===== src/ffm_pkg.sv =====
// ----------------------------------------------------------------------------
// ffm_pkg: failsafe monitor shared types and constants
// Holds the tick and result payload types, the mode codes, the register map,
// the register reset values, the register set and the carried monitor state.
// ----------------------------------------------------------------------------
`default_nettype none

package ffm_pkg;

	// Flight mode codes as they appear on the result channel
	typedef enum logic [1:0] {
		MODE_NOMINAL = 2'd0,
		MODE_HOVER   = 2'd1,
		MODE_DESCENT = 2'd2,
		MODE_ABORT   = 2'd3
	} mode_t;

	// Configuration register map
	localparam int unsigned CFG_IDX_W = 3;
	typedef logic [CFG_IDX_W-1:0] cfg_idx_t;

	localparam cfg_idx_t CFG_SENSOR_TIMEOUT   = 3'd0;
	localparam cfg_idx_t CFG_ATTITUDE_RECOVER = 3'd1;
	localparam cfg_idx_t CFG_MAX_ROLL         = 3'd2;
	localparam cfg_idx_t CFG_MAX_PITCH        = 3'd3;
	localparam cfg_idx_t CFG_POSITION_BOUND   = 3'd4;
	localparam cfg_idx_t CFG_ALTITUDE_HIGH    = 3'd5;
	localparam cfg_idx_t CFG_ALTITUDE_LOW     = 3'd6;

	// Register reset values
	localparam logic        [31:0] RST_SENSOR_TIMEOUT   = 32'd500000;
	localparam logic        [31:0] RST_ATTITUDE_RECOVER = 32'd1000000;
	localparam logic        [14:0] RST_MAX_ROLL         = 15'd6434;
	localparam logic        [14:0] RST_MAX_PITCH        = 15'd6434;
	localparam logic        [30:0] RST_POSITION_BOUND   = 31'd6553600;
	localparam logic signed [31:0] RST_ALTITUDE_HIGH    = 32'sd6553600;
	localparam logic signed [31:0] RST_ALTITUDE_LOW     = -32'sd65536;

	// Configuration register set
	typedef struct packed {
		logic        [31:0] sensor_timeout_us;
		logic        [31:0] attitude_recovery_us;
		logic        [14:0] max_roll;
		logic        [14:0] max_pitch;
		logic        [30:0] position_bound;
		logic signed [31:0] altitude_high;
		logic signed [31:0] altitude_low;
	} cfg_t;

	// One input tick
	typedef struct packed {
		logic signed [31:0] pos_x;
		logic signed [31:0] pos_y;
		logic signed [31:0] pos_z;
		logic signed [15:0] roll;
		logic signed [15:0] pitch;
		logic signed [15:0] yaw;
		logic               imu_ok;
		logic               state_ok;
		logic        [15:0] dt_us;
	} tick_t;

	// One result item
	typedef struct packed {
		mode_t              mode;
		logic signed [31:0] target_x;
		logic signed [31:0] target_y;
		logic signed [31:0] target_z;
		logic signed [15:0] target_yaw;
	} result_t;

	// Monitor state carried from tick to tick
	typedef struct packed {
		logic        abort;
		logic [31:0] sensor_loss_time;
		logic [31:0] attitude_violation_time;
	} mon_state_t;

endpackage

`default_nettype wire


===== src/ffm_cfg.sv =====
// ----------------------------------------------------------------------------
// ffm_cfg: configuration register file
// Seven threshold registers written through a valid/ready port that is
// always ready. Writes to unmapped indexes are dropped.
// ----------------------------------------------------------------------------
`default_nettype none

module ffm_cfg (
	input  wire logic              clk,
	input  wire logic              arst_n,
	input  wire logic              cfg_valid,
	output      logic              cfg_ready,
	input  wire ffm_pkg::cfg_idx_t cfg_index,
	input  wire logic [31:0]       cfg_data,
	output      ffm_pkg::cfg_t     cfg
);

	ffm_pkg::cfg_t cfg_q;

	assign cfg_ready = 1'b1;
	assign cfg       = cfg_q;

	// Register write on each completed transfer
	always_ff @(posedge clk or negedge arst_n) begin
		if (!arst_n) begin
			cfg_q.sensor_timeout_us    <= ffm_pkg::RST_SENSOR_TIMEOUT;
			cfg_q.attitude_recovery_us <= ffm_pkg::RST_ATTITUDE_RECOVER;
			cfg_q.max_roll             <= ffm_pkg::RST_MAX_ROLL;
			cfg_q.max_pitch            <= ffm_pkg::RST_MAX_PITCH;
			cfg_q.position_bound       <= ffm_pkg::RST_POSITION_BOUND;
			cfg_q.altitude_high        <= ffm_pkg::RST_ALTITUDE_HIGH;
			cfg_q.altitude_low         <= ffm_pkg::RST_ALTITUDE_LOW;
		end else if (cfg_valid && cfg_ready) begin
			case (cfg_index)
				ffm_pkg::CFG_SENSOR_TIMEOUT:   cfg_q.sensor_timeout_us    <= cfg_data;
				ffm_pkg::CFG_ATTITUDE_RECOVER: cfg_q.attitude_recovery_us <= cfg_data;
				ffm_pkg::CFG_MAX_ROLL:         cfg_q.max_roll             <= cfg_data[14:0];
				ffm_pkg::CFG_MAX_PITCH:        cfg_q.max_pitch            <= cfg_data[14:0];
				ffm_pkg::CFG_POSITION_BOUND:   cfg_q.position_bound       <= cfg_data[30:0];
				ffm_pkg::CFG_ALTITUDE_HIGH:    cfg_q.altitude_high        <= $signed(cfg_data);
				ffm_pkg::CFG_ALTITUDE_LOW:     cfg_q.altitude_low         <= $signed(cfg_data);
				default: ;
			endcase
		end
	end

endmodule

`default_nettype wire


===== src/ffm_step.sv =====
// ----------------------------------------------------------------------------
// ffm_step: per-tick failsafe decision
// Checks the position box, runs the two saturating timers and picks the mode
// and target for one registered tick. Purely combinational.
// ----------------------------------------------------------------------------
`default_nettype none

module ffm_step (
	input  wire ffm_pkg::tick_t      tick,
	input  wire ffm_pkg::cfg_t       cfg,
	input  wire ffm_pkg::mon_state_t cur,
	output      ffm_pkg::mon_state_t nxt,
	output      ffm_pkg::result_t    result
);

	logic [31:0] abs_x;
	logic [31:0] abs_y;
	logic [15:0] abs_roll;
	logic [15:0] abs_pitch;
	logic        out_of_box;
	logic        tilted;
	logic [32:0] sens_sum;
	logic [32:0] att_sum;
	logic [31:0] sens_next;
	logic [31:0] att_next;
	ffm_pkg::mode_t mode;

	// Magnitudes; the most negative value maps to 2^31 / 2^15 unsigned
	assign abs_x     = tick.pos_x[31] ? 32'(-tick.pos_x) : tick.pos_x;
	assign abs_y     = tick.pos_y[31] ? 32'(-tick.pos_y) : tick.pos_y;
	assign abs_roll  = tick.roll[15]  ? 16'(-tick.roll)  : tick.roll;
	assign abs_pitch = tick.pitch[15] ? 16'(-tick.pitch) : tick.pitch;

	// Allowed box
	assign out_of_box = (abs_x > {1'b0, cfg.position_bound})
		|| (abs_y > {1'b0, cfg.position_bound})
		|| (tick.pos_z > cfg.altitude_high)
		|| (tick.pos_z < cfg.altitude_low);

	assign tilted = (abs_roll > {1'b0, cfg.max_roll})
		|| (abs_pitch > {1'b0, cfg.max_pitch});

	// Saturating timer updates
	assign sens_sum  = {1'b0, cur.sensor_loss_time} + {17'd0, tick.dt_us};
	assign att_sum   = {1'b0, cur.attitude_violation_time} + {17'd0, tick.dt_us};
	assign sens_next = tick.imu_ok ? 32'd0 : (sens_sum[32] ? '1 : sens_sum[31:0]);
	assign att_next  = !tilted ? 32'd0 : (att_sum[32] ? '1 : att_sum[31:0]);

	// Mode selection; abort latches and freezes the timers
	always_comb begin
		nxt = cur;
		if (!tick.state_ok || out_of_box || cur.abort) begin
			nxt.abort = 1'b1;
			mode      = ffm_pkg::MODE_ABORT;
		end else begin
			nxt.sensor_loss_time        = sens_next;
			nxt.attitude_violation_time = att_next;
			if (sens_next > cfg.sensor_timeout_us) begin
				mode = ffm_pkg::MODE_DESCENT;
			end else if (att_next > cfg.attitude_recovery_us) begin
				mode = ffm_pkg::MODE_HOVER;
			end else begin
				mode = ffm_pkg::MODE_NOMINAL;
			end
		end
	end

	// Target: hold position, land in place during descent
	always_comb begin
		result.mode     = mode;
		result.target_x = tick.pos_x;
		result.target_y = tick.pos_y;
		if (mode == ffm_pkg::MODE_DESCENT) begin
			result.target_z   = '0;
			result.target_yaw = '0;
		end else begin
			result.target_z   = tick.pos_z;
			result.target_yaw = tick.yaw;
		end
	end

endmodule

`default_nettype wire


===== src/flight_failsafe_monitor.sv =====
// ----------------------------------------------------------------------------
// flight_failsafe_monitor: per-tick failsafe mode selector
// Input register, one pass of decision logic, result register.
// ----------------------------------------------------------------------------
// Usage:
//   tick channel: one tick (position, attitude, validity flags, dt) per
//   transfer, taken when tick_valid is high and tick_stall is low.
//   result channel: one result (mode and target) per tick, in order, taken
//   when result_valid is high and result_stall is low.
//   cfg channel: register writes, always ready; write only while no tick is
//   in flight.
//   Path: a tick taken into the tick register goes through the decision
//   logic into the result register (two registers). Throughput: one tick per
//   cycle while the receiver does not stall, set by the single decision pass.
//   Reset clears both timers, the abort latch and the valid flags and loads
//   the register defaults. Abort, once entered, holds until reset.
//   When the receiver stalls the result register holds its item; the tick
//   register still takes one more tick if it is empty, then tick_stall rises.
// ----------------------------------------------------------------------------
`default_nettype none

module flight_failsafe_monitor (
	input  wire logic              clk,
	input  wire logic              arst_n,
	input  wire logic              tick_valid,
	output      logic              tick_stall,
	input  wire ffm_pkg::tick_t    tick,
	output      logic              result_valid,
	input  wire logic              result_stall,
	output      ffm_pkg::result_t  result,
	input  wire logic              cfg_valid,
	output      logic              cfg_ready,
	input  wire ffm_pkg::cfg_idx_t cfg_index,
	input  wire logic [31:0]       cfg_data
);

	ffm_pkg::cfg_t       cfg;
	ffm_pkg::tick_t      tick_s1;
	logic                valid_s1;
	ffm_pkg::result_t    result_q;
	logic                result_valid_q;
	ffm_pkg::mon_state_t state_q;
	ffm_pkg::mon_state_t state_nxt;
	ffm_pkg::result_t    result_nxt;
	logic                out_free;
	logic                s1_go;
	logic                accept;

	ffm_cfg u_cfg (
		.clk       (clk),
		.arst_n    (arst_n),
		.cfg_valid (cfg_valid),
		.cfg_ready (cfg_ready),
		.cfg_index (cfg_index),
		.cfg_data  (cfg_data),
		.cfg       (cfg)
	);

	ffm_step u_step (
		.tick   (tick_s1),
		.cfg    (cfg),
		.cur    (state_q),
		.nxt    (state_nxt),
		.result (result_nxt)
	);

	// Flow control
	assign out_free   = !result_valid_q || !result_stall;
	assign s1_go      = valid_s1 && out_free;
	assign tick_stall = valid_s1 && !out_free;
	assign accept     = tick_valid && !tick_stall;

	assign result_valid = result_valid_q;
	assign result       = result_q;

	// Valid flags and monitor state
	always_ff @(posedge clk or negedge arst_n) begin
		if (!arst_n) begin
			valid_s1       <= 1'b0;
			result_valid_q <= 1'b0;
			state_q        <= '0;
		end else begin
			if (accept) begin
				valid_s1 <= 1'b1;
			end else if (s1_go) begin
				valid_s1 <= 1'b0;
			end
			if (out_free) begin
				result_valid_q <= s1_go;
			end
			if (s1_go) begin
				state_q <= state_nxt;
			end
		end
	end

	// Payload registers
	always_ff @(posedge clk) begin
		if (accept) begin
			tick_s1 <= tick;
		end
		if (s1_go) begin
			result_q <= result_nxt;
		end
	end

endmodule

`default_nettype wire


===== config.mk =====
export PLATFORM = sky130hd
export DESIGN_NAME = flight_failsafe_monitor
export DESIGN_NICKNAME = d
export VERILOG_FILES = /design/src/ffm_pkg.sv /design/src/ffm_cfg.sv /design/src/ffm_step.sv /design/src/flight_failsafe_monitor.sv
export SDC_FILE = /design/constraint.sdc
export NUM_CORES = 1
export LEC_CHECK = 0
export ABC_CLOCK_PERIOD_IN_PS = 21500
export BUFFER_PORTS_ARGS = -buffer_cell sky130_fd_sc_hd__buf_2
export CORE_ASPECT_RATIO = 0.75
export CORE_MARGIN = 10
export CORE_UTILIZATION = 35
export CTS_CLUSTER_SIZE = 28
export DETAILED_ROUTE_END_ITERATION = 16
export HOLD_SLACK_MARGIN = 0.02
export PLACE_DENSITY = 0.48
export SETUP_SLACK_MARGIN = 0.05
export SYNTH_ARGS = -nofsm -noshare
export SYNTH_HDL_FRONTEND = slang
export SYNTH_SLANG_ARGS = --single-unit

===== constraint.sdc =====
create_clock -name clk -period 21.5 [get_ports clk]
set_input_delay 1.075 -clock clk [delete_from_list [all_inputs] [get_ports clk]]
set_output_delay 1.075 -clock clk [all_outputs]
set_load 0.03 [all_outputs]

* Yosys cells after proc, flatten, opt, wreduce, memory -nomap -nowiden
Index checks and enable logic that the tools add are counted. Widths: inputs -> output; s select.
Cells by class: $add $sub $neg 6, $lt $le $gt $ge 8, equal/unequal tests 7, mux-type cells 13, bitwise gates (word level) 1, reduce and logical (&&, ||, !) cells 26
Operator list (count):
- $mux 32 | 6
- $gt 32x32->1 | 3
- $add 32x16->33 | 2
- $gt 32x31->1 | 2
- $neg 32->32 | 2
- $gt 16x15->1 | 2
- $lt 32x32->1 | 1
- $mux 16 | 2
- $neg 16->16 | 2
- $reduce_and 2->1 | 9
- $eq 3x3->1 const B | 3
- $logic_or 1x1->1 | 7
- $eq 3x2->1 const B | 2
- $logic_not 1->1 | 5
- $mux 2 | 2
- $eq 3x1->1 const B | 1
- $logic_and 1x1->1 | 3
- $logic_not 3->1 | 1
- $mux 1 | 3
- $eq 2x2->1 const B | 1
- $reduce_bool 2->1 | 1
- $not 1->1 | 1
Storage, ports and cells: register bits 532, bits of input ports 202, logic and storage cells 87

* Logic depth before layout (Yosys ltp)
Gate-level depths: netlist (run 1).
word-level depth 10, gate-level depth with buffers 27

* Cells and area by module
Synthesis (run 1) repeated with hierarchy kept, for this count alone.
Second synthesis, totals: cell total of the unflattened synthesis 2485, area total of the unflattened synthesis 30053.8 µm²
Modules (own cells, without submodules):
- ffm_step | times used 1, cells each 1654, area an instance 11862.6 µm²
- flight_failsafe_monitor | times used 1, cells each 421, area an instance 11000.6 µm²
- ffm_cfg | times used 1, cells each 410, area an instance 7190.6 µm²

* Worst setup path before layout (run 1)
Ideal clock, no wire load.
path type input port to flip-flop, from input port result_stall, to register state_q[23] (netlist bit), library setup time 0.127 ns, arrival 11.183 ns, setup slack 10.190 ns, cell stages on the path 3, path buffers 0, cells stage by stage a21boi_0 -> nand2_1 -> o22a_1
Between the ends: word-level cells in the longest chain between the ends 4
Ends and longest elaborated chain:
- start, declared | RTL line flight_failsafe_monitor.sv:29 | input wire logic result_stall,
- $logic_not 1->1 | RTL line flight_failsafe_monitor.sv:68 | assign out_free = !result_valid_q || !result_stall;
- $logic_or 1x1->1 | RTL line flight_failsafe_monitor.sv:68
- $logic_and 1x1->1 | RTL line flight_failsafe_monitor.sv:69 | assign s1_go = valid_s1 && out_free;
- $reduce_and 2->1 (no source line)
- end signal, assigned | RTL line flight_failsafe_monitor.sv:92 | state_q <= state_nxt;
- end, declared | RTL line flight_failsafe_monitor.sv:42 | ffm_pkg::mon_state_t state_q;
Every way passes these cells. A chain may end at the register's enable or synchronous reset.

* Final worst setup path (run 1)
from register tick_s1[0] (netlist bit), to register result_q, in the netlist result[4], data pin
RTL lines:
- start, declared | RTL line flight_failsafe_monitor.sv:38 | ffm_pkg::tick_t tick_s1;
- start signal, assigned | RTL line flight_failsafe_monitor.sv:100 | tick_s1 <= tick;
- $add 32x16->33 | RTL line ffm_step.sv:44 | assign sens_sum = {1'b0, cur.sensor_loss_time} + {17'd0, tick.dt_us};
- $mux 32 (2 in a row) | RTL line ffm_step.sv:46 | assign sens_next = tick.imu_ok ? 32'd0 : (sens_sum[32] ? '1 : sens_sum[31:0]);
- net u_step.sens_next[21] | RTL line ffm_step.sv:24 | logic [31:0] sens_next;
- $gt 32x32->1 | RTL line ffm_step.sv:58 | if (sens_next > cfg.sensor_timeout_us) begin
- $mux 2 | RTL line ffm_step.sv:58
- $mux 2 | RTL line ffm_step.sv:52 | if (!tick.state_ok || out_of_box || cur.abort) begin
- $eq 2x2->1 | RTL line ffm_step.sv:73 | if (mode == ffm_pkg::MODE_DESCENT) begin
- end signal, assigned | RTL line flight_failsafe_monitor.sv:103 | result_q <= result_nxt;
- end, declared | RTL line flight_failsafe_monitor.sv:40 | ffm_pkg::result_t result_q;
The timed path passes the listed nets, and every way through them passes these cells.

==> results of run 1 <==
==> critical path: cells and delay by family (launching register included) <==
family | cells | cell delay, ns
AOI/OAI and AO/OA | 5 | 1.74
adders and majority gates | 3 | 0.75
buffers and inverters | 1 | 0.08
DFF | 1 | 0.40
and+or+nand+nor | 12 | 3.66
==> metal layers <==
| layer | routed length (um) | up-vias | GRT usage | part of all wire |
|---|---|---|---|---|
| met4 | 1330 | 8 | 0.0353 | 0.017 |
| li1 | - | 9618 | - | - |
| met1 | 38700 | 9602 | 0.243 | 0.48 |
| met3 | 5020 | 99 | 0.0368 | 0.063 |
| met5 | 55 | - | 0 | 0.00069 |
| met2 | 35200 | 489 | 0.259 | 0.44 |
==> power by group <==
| group | switching (mW) | internal, mW |
|---|---|---|
| Clock | 0.422 | 0.574 |
| Combinational | 0.360 | 0.238 |
| Sequential | 0.0575 | 1.21 |
==> path summary, 6_finish.rpt <==
path | cells past startpoint | startpoint | end
worst max-delay path | 21 | tick_s1[0] | result[4]
max in group asynchronous | 4 | arst_n | u_cfg.cfg[55]
worst max register to register | 21 | tick_s1[0] | result[4]
min in group clk | 0 | tick_s1[98] | result[48]
worst min register to register | 0 | tick_s1[98] | result[48]
worst min-delay path | 1 | arst_n | state_q[32]
==> sequential cells by signal (all words and copies together) (netlist names) <==
signal / count
tick_s1: 162
result: 114
u_cfg.cfg: 189
result_valid: 1
valid_s1: 1
state_q: 65
==> final cells by class <==
| cell class | instances | area [um^2] | share of cell area |
|---|---|---|---|
| Antenna cell | 1 | 2.50 | 0.0000764 |
| Tap cell | 1046 | 1310 | 0.0399 |
| Clock buffer | 81 | 1590 | 0.0485 |
| Timing Repair Buffer | 338 | 1750 | 0.0535 |
| Multi-Input combinational cell | 1662 | 12300 | 0.375 |
| Inverter | 214 | 803 | 0.0245 |
| Sequential cell | 532 | 14800 | 0.450 |
| Clock inverter | 26 | 285 | 0.00871 |
==> synthesized netlist by cell type, types with 23 or more instances <==
library cell / instances
ha_1: 255
xnor2_1: 104
dfrtp_1: 210
clkbuf_1: 50
a21o_1: 38
edfxtp_1: 276
inv_1: 214
a31oi_1: 25
nor3_1: 25
nand4_1: 40
nand2b_1: 28
nand2_1: 217
nor2b_1: 23
and2_1: 52
mux2_2: 83
nor2_1: 76
o21ai_0: 201
a21oi_1: 164
o31ai_1: 26
dfstp_2: 46
mux2_4: 29
nand3_1: 32
==> cells by family after synthesis <==
logic type | Yosys count | synth area share
other | 1 | 0.000133
AOI/OAI and AO/OA | 586 | 0.127
adders and majority gates | 257 | 0.115
and+or+nand+nor | 576 | 0.103
xor gates and xnor gates | 126 | 0.0392
DFF | 532 | 0.524
muxes | 116 | 0.0502
buffers and inverters | 288 | 0.0416
==> through the flow <==
step,hold WS (ns),cells
2_1_floorplan,0.441,2482
3_3_place_gp,0.462,3792
3_5_place_dp,0.479,3792
4_1_cts,0.442,3899
5_1_grt,0.477,3900
6_report,0.445,3900
==> flow_summary.ini, run 1 <==
[synth]
ys_seq_area_frac = 0.524
avgSynthCellArea_um2 = 11.3
synthArstFlopShare = 0.481
synth_nets = 2941
synth_cell_type_count = 83
synth-edff-count = 276
syn_area_um2 = 28200
synth_top_area_share = 0.294
postSynthCellCount = 2482
ys_ff_latch = 532
synth_area_leaders = edfxtp_1, dfrtp_1, ha_1
yosys_warnings = 0
synth_top_area_cell = edfxtp_1
postSynth.topFlopCell = edfxtp_1

[floorplanning]
rows = 89
core_area_um2 = 79200
die_y_um = 266
dieWidth_um = 348
die_area_um2 = 92300
start_util = 0.356
boundaryPins = 319

[sta]
finalSetupViolations = 0
hold_violations = 0
maxSlewViolCount = 0
setup_tns_ns = 0
fin_ws_ns = 14.56
fin_crit_ns = 6.94
slew_headroom = 0.197
fin_crit_sh = 0.323
finClkSkew_ns = 0.0258
max_freq_ghz = 0.144
tightest_slew_ns = 1.17
rsz0062_at_grt = no

[placed_design]
dp_hpwl_mm = 60.2
place_congestion = 0.854
pre_cts_ws_ns = 14.60
portBuffers = 317
place_area_um2 = 30900

[final_layout]
final_area_um2 = 32800
syn_to_final_growth_pct = 16.4
layout_common_cells = buf_2, edfxtp_1, ha_1
final_common_cell = buf_2
fin_nets = 3264
drive_gt1_frac = 0.218
final_util = 0.414
fillers = 7555

[setup_path]
slowest_delay_ns = 0.74
crit_fanout = 47
path_class = register to register
crit_slowest_cell = nand2_2
required_ns = 21.87
r2r_setup_slack_ns = 14.56
endpoint_kind = register
path_cells = ha_1, inv_1, fa_1, nor2b_1, o31a_1, o31ai_1, a21oi_2, a41oi_2, or4_1, nor3b_1, nor3_1, ha_1, nand3_1, nor2_1, nand2_1, or3_1, a211oi_1, nor4bb_1, nor3_1, nand2_2, and2_1
startpoint_type = register
critPathArrivalTime_ns = 7.31

[detailed_routing]
vias = 19800
vias_per_cell = 5.08
antenna_left = 0
initialDrtViolationCount = 1254
wl_mm = 80.3
routedWlPerCell_um = 20.6
drc = 0
first_pass_iters = 5

[clocking]
clockBufferDepth = 3
post_cts_buffers = 0
cts_made_buffers = 57
cts_tree = yes
hold_buffers = 0
htreeDepth = 2
clk_pin_slew_ns = 0.06
clock-sinks = 532
clock_latency_ns = 0.64
cts_resized = 0
root_buffer = clkbuf_16

[global_routing]
gr-usage-all-layers = 0.169
antenna_found_initial = 10
grt_overflow = 0
grt_max_degree = 80
grt_pass1_vias = 20200
grt_pass1_wl_mm = 122

[min_path]
hold_path.class = input pin to asynchronous set/reset pin

[pwr]
max-vdd-ir-drop_mv = 0.0648
power_density_nw_per_um2 = 87.4
p_leak_nw = 14.0
total_power_mw = 2.86

[job]
cap_viol_max_count = 0

[status]
status = completed
No activity file was read; power rests on OpenSTA's default activity.
==> run 2, diff against run 1 <==
--- a/config.mk
+++ b/config.mk
@@ -5,7 +5,8 @@
 export SDC_FILE = /design/constraint.sdc
 export NUM_CORES = 1
 export LEC_CHECK = 0
-export ABC_CLOCK_PERIOD_IN_PS = 21500
+export ABC_AREA = 1
+export ABC_CLOCK_PERIOD_IN_PS = 5890
 export BUFFER_PORTS_ARGS = -buffer_cell sky130_fd_sc_hd__buf_2
 export CORE_ASPECT_RATIO = 0.75
 export CORE_MARGIN = 10
@@ -13,7 +14,7 @@
 export CTS_CLUSTER_SIZE = 28
 export DETAILED_ROUTE_END_ITERATION = 16
 export HOLD_SLACK_MARGIN = 0.02
-export PLACE_DENSITY = 0.48
+export PLACE_DENSITY = 0.5
 export SETUP_SLACK_MARGIN = 0.05
 export SYNTH_ARGS = -nofsm -noshare
 export SYNTH_HDL_FRONTEND = slang
==> constraint.sdc (replaced) <==
create_clock -name clk -period 5.89 [get_ports clk]
set_input_delay 0.2945 -clock clk [delete_from_list [all_inputs] [get_ports clk]]
set_output_delay 0.2945 -clock clk [all_outputs]
set_load 0.03 [all_outputs]
==> run 2 against run 1 <==
Critical path depth up 5. Clock-buffer cell count down 10. Critical path type unchanged. Synthesized cell count up 32%. Sequential share of layout area down 3.7 points. Register-to-register slack worse by 14 ns. Clock skew down 0.0032 ns. Global-route usage up 1.5 points. Final area up 8.9%. Worst hold slack worse by 0.36 ns. Power rose to 3.7 times the previous value. Flip-flop and latch count unchanged.
==> flow_summary.ini, run 2 <==
[synth]
synth_top_area_cell = edfxtp_1
synth_top_area_share = 0.282
synth_area_leaders = edfxtp_1, dfrtp_1, ha_1
synth_cell_type_count = 50
synth_commonest_cells = nand2_1, inv_1, edfxtp_1, o21ai_0, ha_1
synthMuxAreaShare = 0
synth_xor_area_frac = 0.0343
syn_area_um2 = 29400
synth-edff-count = 276
avgSynthCellArea_um2 = 8.94
postSynth.topFlopCell = edfxtp_1
synthSimpleGateAreaFrac = 0.187
synth_compound_area_frac = 0.0922
synth.most_common_cell = nand2_1
synth_top_family_by_area = simple AND/OR/NAND/NOR gates
synth_nets = 3741
synthArstFlopShare = 0.481
ys_ff_latch = 532
ys_seq_area_frac = 0.503
postSynthCellCount = 3282
synthAdderAreaFrac = 0.110
yosys_warnings = 0

[setup_path]
required_ns = 6.28
crit_family = simple AND/OR/NAND/NOR gates
cp_common_cell = nand2_1
crit_slowest_cell = buf_4
endpoint_kind = register
startpoint_type = register
slowest_delay_ns = 0.44
critPathArrivalTime_ns = 5.50
path_buf_inv = 5
path_class = register to register
crit_fanout = 32

[global_routing]
grt_overflow = 0
gr-usage-all-layers = 0.184
grt_max_degree = 133
grt_pass1_vias = 22700
grt_pass1_wl_mm = 138
antenna_found_initial = 13

[detailed_routing]
antenna_left = 0
vias_per_cell = 4.77
wl_mm = 89.9
first_pass_iters = 5
drc = 0
routedWlPerCell_um = 18.3
initialDrtViolationCount = 1824
vias = 23500

[final_layout]
layout_common_cells = nand2_1, inv_1, buf_2
drive_gt1_frac = 0.138
final_area_um2 = 35700
fin_nets = 4218
largest_reg_flops = 189
final_common_cell = nand2_1
syn_to_final_growth_pct = 21.5

[sta]
slew_headroom = 0.238
finClkSkew_ns = 0.0226
fin_crit_ns = 5.11
finalSetupViolations = 0
rsz0062_at_grt = no
hold_violations = 0
fin_crit_sh = 0.868
setup_tns_ns = 0
maxSlewViolCount = 0
max_freq_ghz = 0.196
tightest_slew_ns = 1.14

[pwr]
p_leak_nw = 16.9
comb_power_share = 0.211
switching_share = 0.310
max-vdd-ir-drop_mv = 0.194
clkPwrFrac = 0.343
pwr-share-seq = 0.446
power_density_nw_per_um2 = 294
p_sw_mw = 3.25
p_int_mw = 7.24

[clocking]
cts_made_buffers = 58
clock_latency_ns = 0.64
clk_pin_slew_ns = 0.06
root_buffer = clkbuf_16
post_cts_buffers = 0
clock-sinks = 532
cts_tree = yes
clockBufferDepth = 3
htreeDepth = 2
hold_buffers = 164
cts_resized = 0

[floorplanning]
die_area_um2 = 96000
die_y_um = 271
dieWidth_um = 354
start_util = 0.355
boundaryPins = 319
core_area_um2 = 82700
rows = 91

[status]
status = completed

[placed_design]
dp_hpwl_mm = 66.5
place_area_um2 = 32200
portBuffers = 317
place_congestion = 0.885

[min_path]
hold_path.class = input pin to register

[job]
cap_viol_max_count = 0
-- run 2: final cells by class --
class,instances,area [um^2]
Fill cell,8266,47000
Sequential cell,532,14800
Multi-Input combinational cell,2195,12500
Timing Repair Buffer,507,3480
Inverter,465,1750
Clock buffer,71,1530
Tap cell,1116,1400
Clock inverter,36,305
Antenna cell,3,7.51
-- run 2: kinds of logic (layout without fill, tap and decap cells) --
kind of cell	Yosys count	in the layout
DFF	532	532
buffers and inverters	555	1079
and+or+nand+nor	1306	1306
other	1	4
adders and majority gates	257	257
AOI/OAI and AO/OA	516	516
xor gates and xnor gates	115	115
-- run 2: path summary, 6_finish.rpt --
kind                       cells past startpoint  slack, ns         start        endpoint
min                                            3       0.08  cfg_data[31]  u_cfg.cfg[156]
min reg2reg                                    0       0.46   tick_s1[98]      result[48]
max in group asynchronous                      3       4.44        arst_n  u_cfg.cfg[114]
min in group asynchronous                      2       0.18        arst_n     state_q[39]
max                                           26       0.78  tick_s1[130]     result[112]
max reg2reg                                   26       0.78  tick_s1[130]     result[112]
-- run 2: power by group through the flow --
| stage | Sequential, mW | Combinational [mW] | Clock [mW] |
|---|---|---|---|
| after floorplan | 4.83 | 1.33 | 0 |
| after global placement | 4.74 | 2.12 | 0 |
| after detailed placement | 4.75 | 2.14 | 0 |
| after CTS | 4.68 | 2.24 | 3.71 |
| after global routing | 4.73 | 2.55 | 3.88 |
| final | 4.68 | 2.21 | 3.60 |
-- run 2: tightest hold or removal path, cell delays in order --
cell and delay [ns]:
buf_2 0.08, inv_1 0.12, o21ai_0 0.19
-- run 2: metal layers --
| metal | up-vias | part of all wire | track usage |
|---|---|---|---|
| li1 | 11800 | - | - |
| met1 | 11000 | 0.50 | 0.278 |
| met2 | 591 | 0.41 | 0.262 |
| met3 | 93 | 0.071 | 0.0451 |
| met4 | 6 | 0.015 | 0.0350 |
| met5 | - | 0.00038 | 0 |
-- run 2: stage by stage --
step | setup WS, ns | util | hold WS, ns | power, mW | std cells
CTS | 0.905 | 0.432 | 0.0382 | 10.6 | 4922
detailed placement | 0.941 | 0.389 | 0.276 | 6.89 | 4651
global route | 0.297 | 0.432 | 0.0855 | 11.2 | 4924
floorplan | 1.26 | - | -0.00109 | 6.16 | 3282
finish | 0.779 | 0.432 | 0.0846 | 10.5 | 4925
global placement | 0.978 | 0.389 | 0.278 | 6.86 | 4651
